## src/hdl/lbba_ram.sv

```systemverilog
// generic simple dual port ram, one write port and one registered read port
// no dependencies
module lbba_ram #(
  parameter int WIDTH = 8,
  parameter int DEPTH = 16
) (
  input  logic                     clk,
  input  logic                     we,
  input  logic [$clog2(DEPTH)-1:0] waddr,
  input  logic [WIDTH-1:0]         wdata,
  input  logic                     re,
  input  logic [$clog2(DEPTH)-1:0] raddr,
  output logic [WIDTH-1:0]         rdata
);

  logic [WIDTH-1:0] mem_r [DEPTH];
  logic [WIDTH-1:0] rdata_r;

  always_ff @(posedge clk) begin
    if (we) begin
      mem_r[waddr] <= wdata;
    end
    if (re) begin
      rdata_r <= mem_r[raddr];
    end
  end

  assign rdata = rdata_r;

endmodule

```

## config.mk

```make
export PLATFORM = sky130hd
export DESIGN_NAME = lbba_ram
export DESIGN_NICKNAME = d
export VERILOG_FILES = /design/src/hdl/lbba_ram.sv
export SDC_FILE = /design/constraint.sdc
export NUM_CORES = 1
export LEC_CHECK = 0
export ABC_AREA = 1
export BUFFER_PORTS_ARGS = -buffer_cell sky130_fd_sc_hd__buf_2
export CAP_MARGIN = 20
export CORE_MARGIN = 2
export CORE_UTILIZATION = 30
export CTS_CLUSTER_DIAMETER = 40
export CTS_CLUSTER_SIZE = 10
export DETAILED_ROUTE_END_ITERATION = 8
export PLACE_DENSITY_LB_ADDON = 0.3
export SETUP_SLACK_MARGIN = 0.5
export SLEW_MARGIN = 40
export SYNTH_ARGS = -nofsm -noshare
export SYNTH_HDL_FRONTEND = slang
export SYNTH_SLANG_ARGS = --single-unit
```

## constraint.sdc

```tcl
create_clock -name clk -period 1 [get_ports clk]
set_input_delay 0.05 -clock clk [delete_from_list [all_inputs] [get_ports clk]]
set_output_delay 0.05 -clock clk [all_outputs]
set_load 0.01 [all_outputs]
```

**Word level (Yosys, flattened, before mapping)**

Memory sizes are Yosys's and may differ from the RTL's. A register that Yosys moved wholly into a read port is not among the register bits.
Cells that the tools add are included.
Widths: inputs -> output; s select.

- RAM bits: 128
- Memories kept: 1
- Output and inout port bits: 8
- Bits in read-only memories: 0
- Bits of input ports: 19
- Latch bits: 0
- Flip-flop bits (word level): 0

Memory list:

| name | depth | width | read ports | clocked after memory_dff | write ports | line | text |
|---|---|---|---|---|---|---|---|
| mem_r | 16 | 8 | 1 | 1 | 1 | 16 | `logic [WIDTH-1:0] mem_r [DEPTH];` |

- Shift-type cells: 0
- Bitwise operators: 0
- Reductions and logical operators: 0
- $add $sub $neg: 0
- Equality and inequality tests: 0
- Multipliers: 0
- Divide/modulo/power cells: 0
- Order comparisons: 0
- Mux-type cells: 2

Operator list:

| kind | number |
|---|---|
| $mux 1 | 2 |

**Longest topological paths before layout**

- Depth in word-level cells: 2
- Mapped depth: 8
- Depth with buffers taken out: 7

**Worst setup path after synthesis**

No wires, ideal clock.

- Path type: input to register
- From: input waddr[3]
- To: memory mem_r[4][0], enable pin
- Data required time: 0.630 ns
- Path slack: -0.001 ns
- Arrival time: 0.631 ns
- Path buffers: 0
- Cell stages on the path: 2
- Cell sequence: nand3b_1 > nor2_1

RTL lines:

| item | line | text |
|---|---|---|
| start, declared | 9 | `input logic [$clog2(DEPTH)-1:0] waddr,` |
| end, declared | 16 |  |

Straight into the memory's write port.

==> insert_results.sql <==
INSERT INTO impl_metrics (metric_group, metric, value, unit) VALUES
('status', 'status', 'finished, violations left', ''),
('status', 'violations', 'setup timing', ''),
('routing', 'drtPass1Iterations', '5', ''),
('floorplanning', 'initial_core_util', '30.3', '%'),
('worst_setup_path', 'critical_path_start_end_classification', 'flop to flop', ''),
('power_and_ir_drop', 'switching_share', '22.2', '%'),
('synth', 'post_synth_inst_count', '551', ''),
('synth', 'synth-seq-area-share', '69.8', '%'),
('sta', 'clock.fmax', '0.874', 'GHz'),
('sta', 'fin_tns_setup', '-0.659', 'ns'),
('grt', 'number_of_global_route_vias_before_repair', '3874', ''),
('worst_setup_path', 'crit_path_end_kind', 'flop', ''),
('final_layout', 'synthToLayoutAreaGrowth', '32.6', '%'),
('synth', 'syn-cell-area', '5850', 'µm²'),
('synth', 'netlist-cell-type-count', '11', ''),
('worst_setup_path', 'timing.critical_path.cells', 'nand2_1 > nand2_1 > nand2_1 > nand3_1 > nand3_2 > nand2_2', ''),
('flow_run', 'timing.max_cap.violations', '0', ''),
('sta', 'post-route-worst-setup-slack', '-0.144', 'ns'),
('clock_tree', 'clk_root_buffer_cell', 'clkbuf_16', ''),
('synth', 'synth_enable_flop_cells', '136', ''),
('final_layout', 'nets', '628', ''),
('clock_tree', 'tritoncts', 'yes', ''),
('synth', 'yosys.area.top_type', 'edfxtp_1', ''),
('synth', 'yosys.cell_count.top_type', 'nand2_1', ''),
('sta', 'setup_repair_after_global_routing_missed_its_margin', 'yes', ''),
('grt', 'maximum_number_of_pins_on_one_net_before_global_route_repair', '34', ''),
('synth', 'yosys_most_used_dff', 'edfxtp_1', ''),
('synth', 'ys_seq_elements', '136', ''),
('floorplanning', 'floorplan_die_width', '144', 'µm'),
('worst_setup_path', 'crit_slowest_cell', 'edfxtp_1', ''),
('final_layout', 'drive_gt1_share', '27.3', '%'),
('power_and_ir_drop', 'internal_power_summed_over_all_cells', '10700', 'µW'),
('floorplanning', 'fp.dieH', '144', 'µm'),
('clock_tree', 'htreeDepth', '4', ''),
('routing', 'wl_per_cell', '15.6', 'µm'),
('synth', 'syn_nets', '570', ''),
('synth', 'synthTopCellsByArea', 'edfxtp_1, nand2_1, nand3_1', ''),
('floorplanning', 'boundaryPins', '27', ''),
('clock_tree', 'worst_setup_hold_path_clk_slew', '0.06', 'ns'),
('power_and_ir_drop', 'combinationalPowerShare', '7.8', '%'),
('grt', 'grt_antenna_before_repair', '0', ''),
('clock_tree', 'cts_made_buffers', '17', ''),
('routing', 'wirelength', '13.8', 'mm'),
('grt', 'grt_use_total', '14.1', '%'),
('worst_setup_path', 'cp_slowest_stage_delay', '0.38', 'ns'),
('floorplanning', 'floorplan.core_area', '19300', 'µm²'),
('final_layout', 'layout.filler_cells', '1843', ''),
('sta', 'min_period', '1.14', 'ns'),
('sta', 'finalClockSkew', '0.0138', 'ns'),
('synth', 'post_synth_most_frequent_cells', 'nand2_1, edfxtp_1, inv_1', ''),
('sta', 'post-route-period-util', '114', '%'),
('power_and_ir_drop', 'p_seq_share', '46.8', '%'),
('sta', 'setup_violations', '10', ''),
('min_path', 'min_path_type', 'input port to flop', ''),
('power_and_ir_drop', 'power.ir.vdd_worst', '1.16', 'mV'),
('final_layout', 'finalCoreUtilization', '40.2', '%'),
('clock_tree', 'cts-root-to-sink-buffers', '2', ''),
('synth', 'postSynthAreaPerCell', '10.6', 'µm²'),
('place', 'io_buffers', '26', ''),
('routing', 'ant_nets', '0', ''),
('power_and_ir_drop', 'leakage', '0.00319', 'µW'),
('place', 'place_hpwl', '9.08', 'mm'),
('worst_setup_path', 'critical_path.most_common_cell', 'nand2_1', ''),
('routing', 'drt_iter0_drc', '303', ''),
('power_and_ir_drop', 'switching_power', '3070', 'µW'),
('grt', 'grt_pass1_wl', '21.6', 'mm'),
('synth', 'asyncSetResetFlopFracSynth', '0', '%'),
('sta', 'worst_slew_pin_slew', '0.372', 'ns'),
('final_layout', 'diodes', '0', ''),
('routing', 'drcViolationCount', '0', ''),
('worst_setup_path', 'critPathMaxFanout', '1', '');
## kinds of logic (layout without fill, tap and decap cells)
| logic type | after synthesis | after routing | share of synthesized area [%] |
|---|---|---|---|
| simple gates | 289 | 289 | 20.8 |
| flops | 136 | 136 | 69.8 |
| buf+inv | 126 | 197 | 9.39 |
## layout by cell type, fill, tap and decap left out, drive strengths merged
cell type	n
inv	105
buf	63
bufinv	3
edfxtp	136
clkinvlp	4
clkbuf	17
nor2	17
clkinv	5
nand3	97
nand2	173
nand3b	2
## layout make-up
class	count	area, µm²	share of cell area, %
repair buffers	63	734	9.48
inverters	102	393	5.07
clock inverters	15	174	2.24
clock buffers	17	425	5.49
multi-input cells	289	1610	20.8
flip-flops and latches	136	4080	52.7
well taps	265	332	4.28
## routing by layer
layer	GRT usage, %	routed length, µm	vias up	part of all wire, %
met4	3.72	151	0	1.1
li1	-	-	1899	-
met1	18.8	6110	1900	44
met3	2.57	724	9	5.2
met5	0	0	-	0
met2	23.7	6870	113	50
## state kept, by name, indices dropped and copies added, names as in the netlist
register / cells
mem_r: 128
rdata: 8
## worst paths after layout
| path | startpoint | to | cells past startpoint |
|---|---|---|---|
| max | mem_r[2][5] | rdata[5] | 6 |
| min | re | rdata[0] | 1 |
| max reg2reg | mem_r[2][5] | rdata[5] | 6 |
| min reg2reg | mem_r[0][6] | rdata[6] | 6 |
## through the flow
step	worst slack, ns	total power [µW]	cell area (µm²)	hold WS (ns)	cells
after floorplan	0.0764	7070	5980	0.149	551
after CTS	-0.112	13800	7540	-0.00657	886
after global routing	-0.149	14200	7750	0.0115	887
after detailed placement	-0.312	7520	6750	0.422	850
after global placement	-0.314	7510	6750	0.422	850
final	-0.144	13800	7750	0.00634	887
## worst register-to-register path, cell delays in order, from the launching register on
cell and delay (ns):
edfxtp_1 0.38, nand2_1 0.11, nand2_1 0.10, nand2_1 0.07, nand3_1 0.08, nand3_2 0.09
nand2_2 0.08
## repair_timing
item / CTS / global route
pin swaps: 19 / 41
endpoints found under the setup margin: 144 / 144
resized for setup: 31 / 42
endpoints found under the hold margin: 8 / 0
setup buffers: 4 / 1
cloned: 0 / 0
## power groups by stage
stage | clock, µW | sequential [µW] | combinational [µW]
after floorplan | 0 | 6580 | 491
after global placement | 0 | 6570 | 939
after detailed placement | 0 | 6580 | 944
after CTS | 6370 | 6460 | 1010
after global routing | 6590 | 6470 | 1180
final | 6270 | 6460 | 1080
No activity file was read; power rests on OpenSTA's default activity.
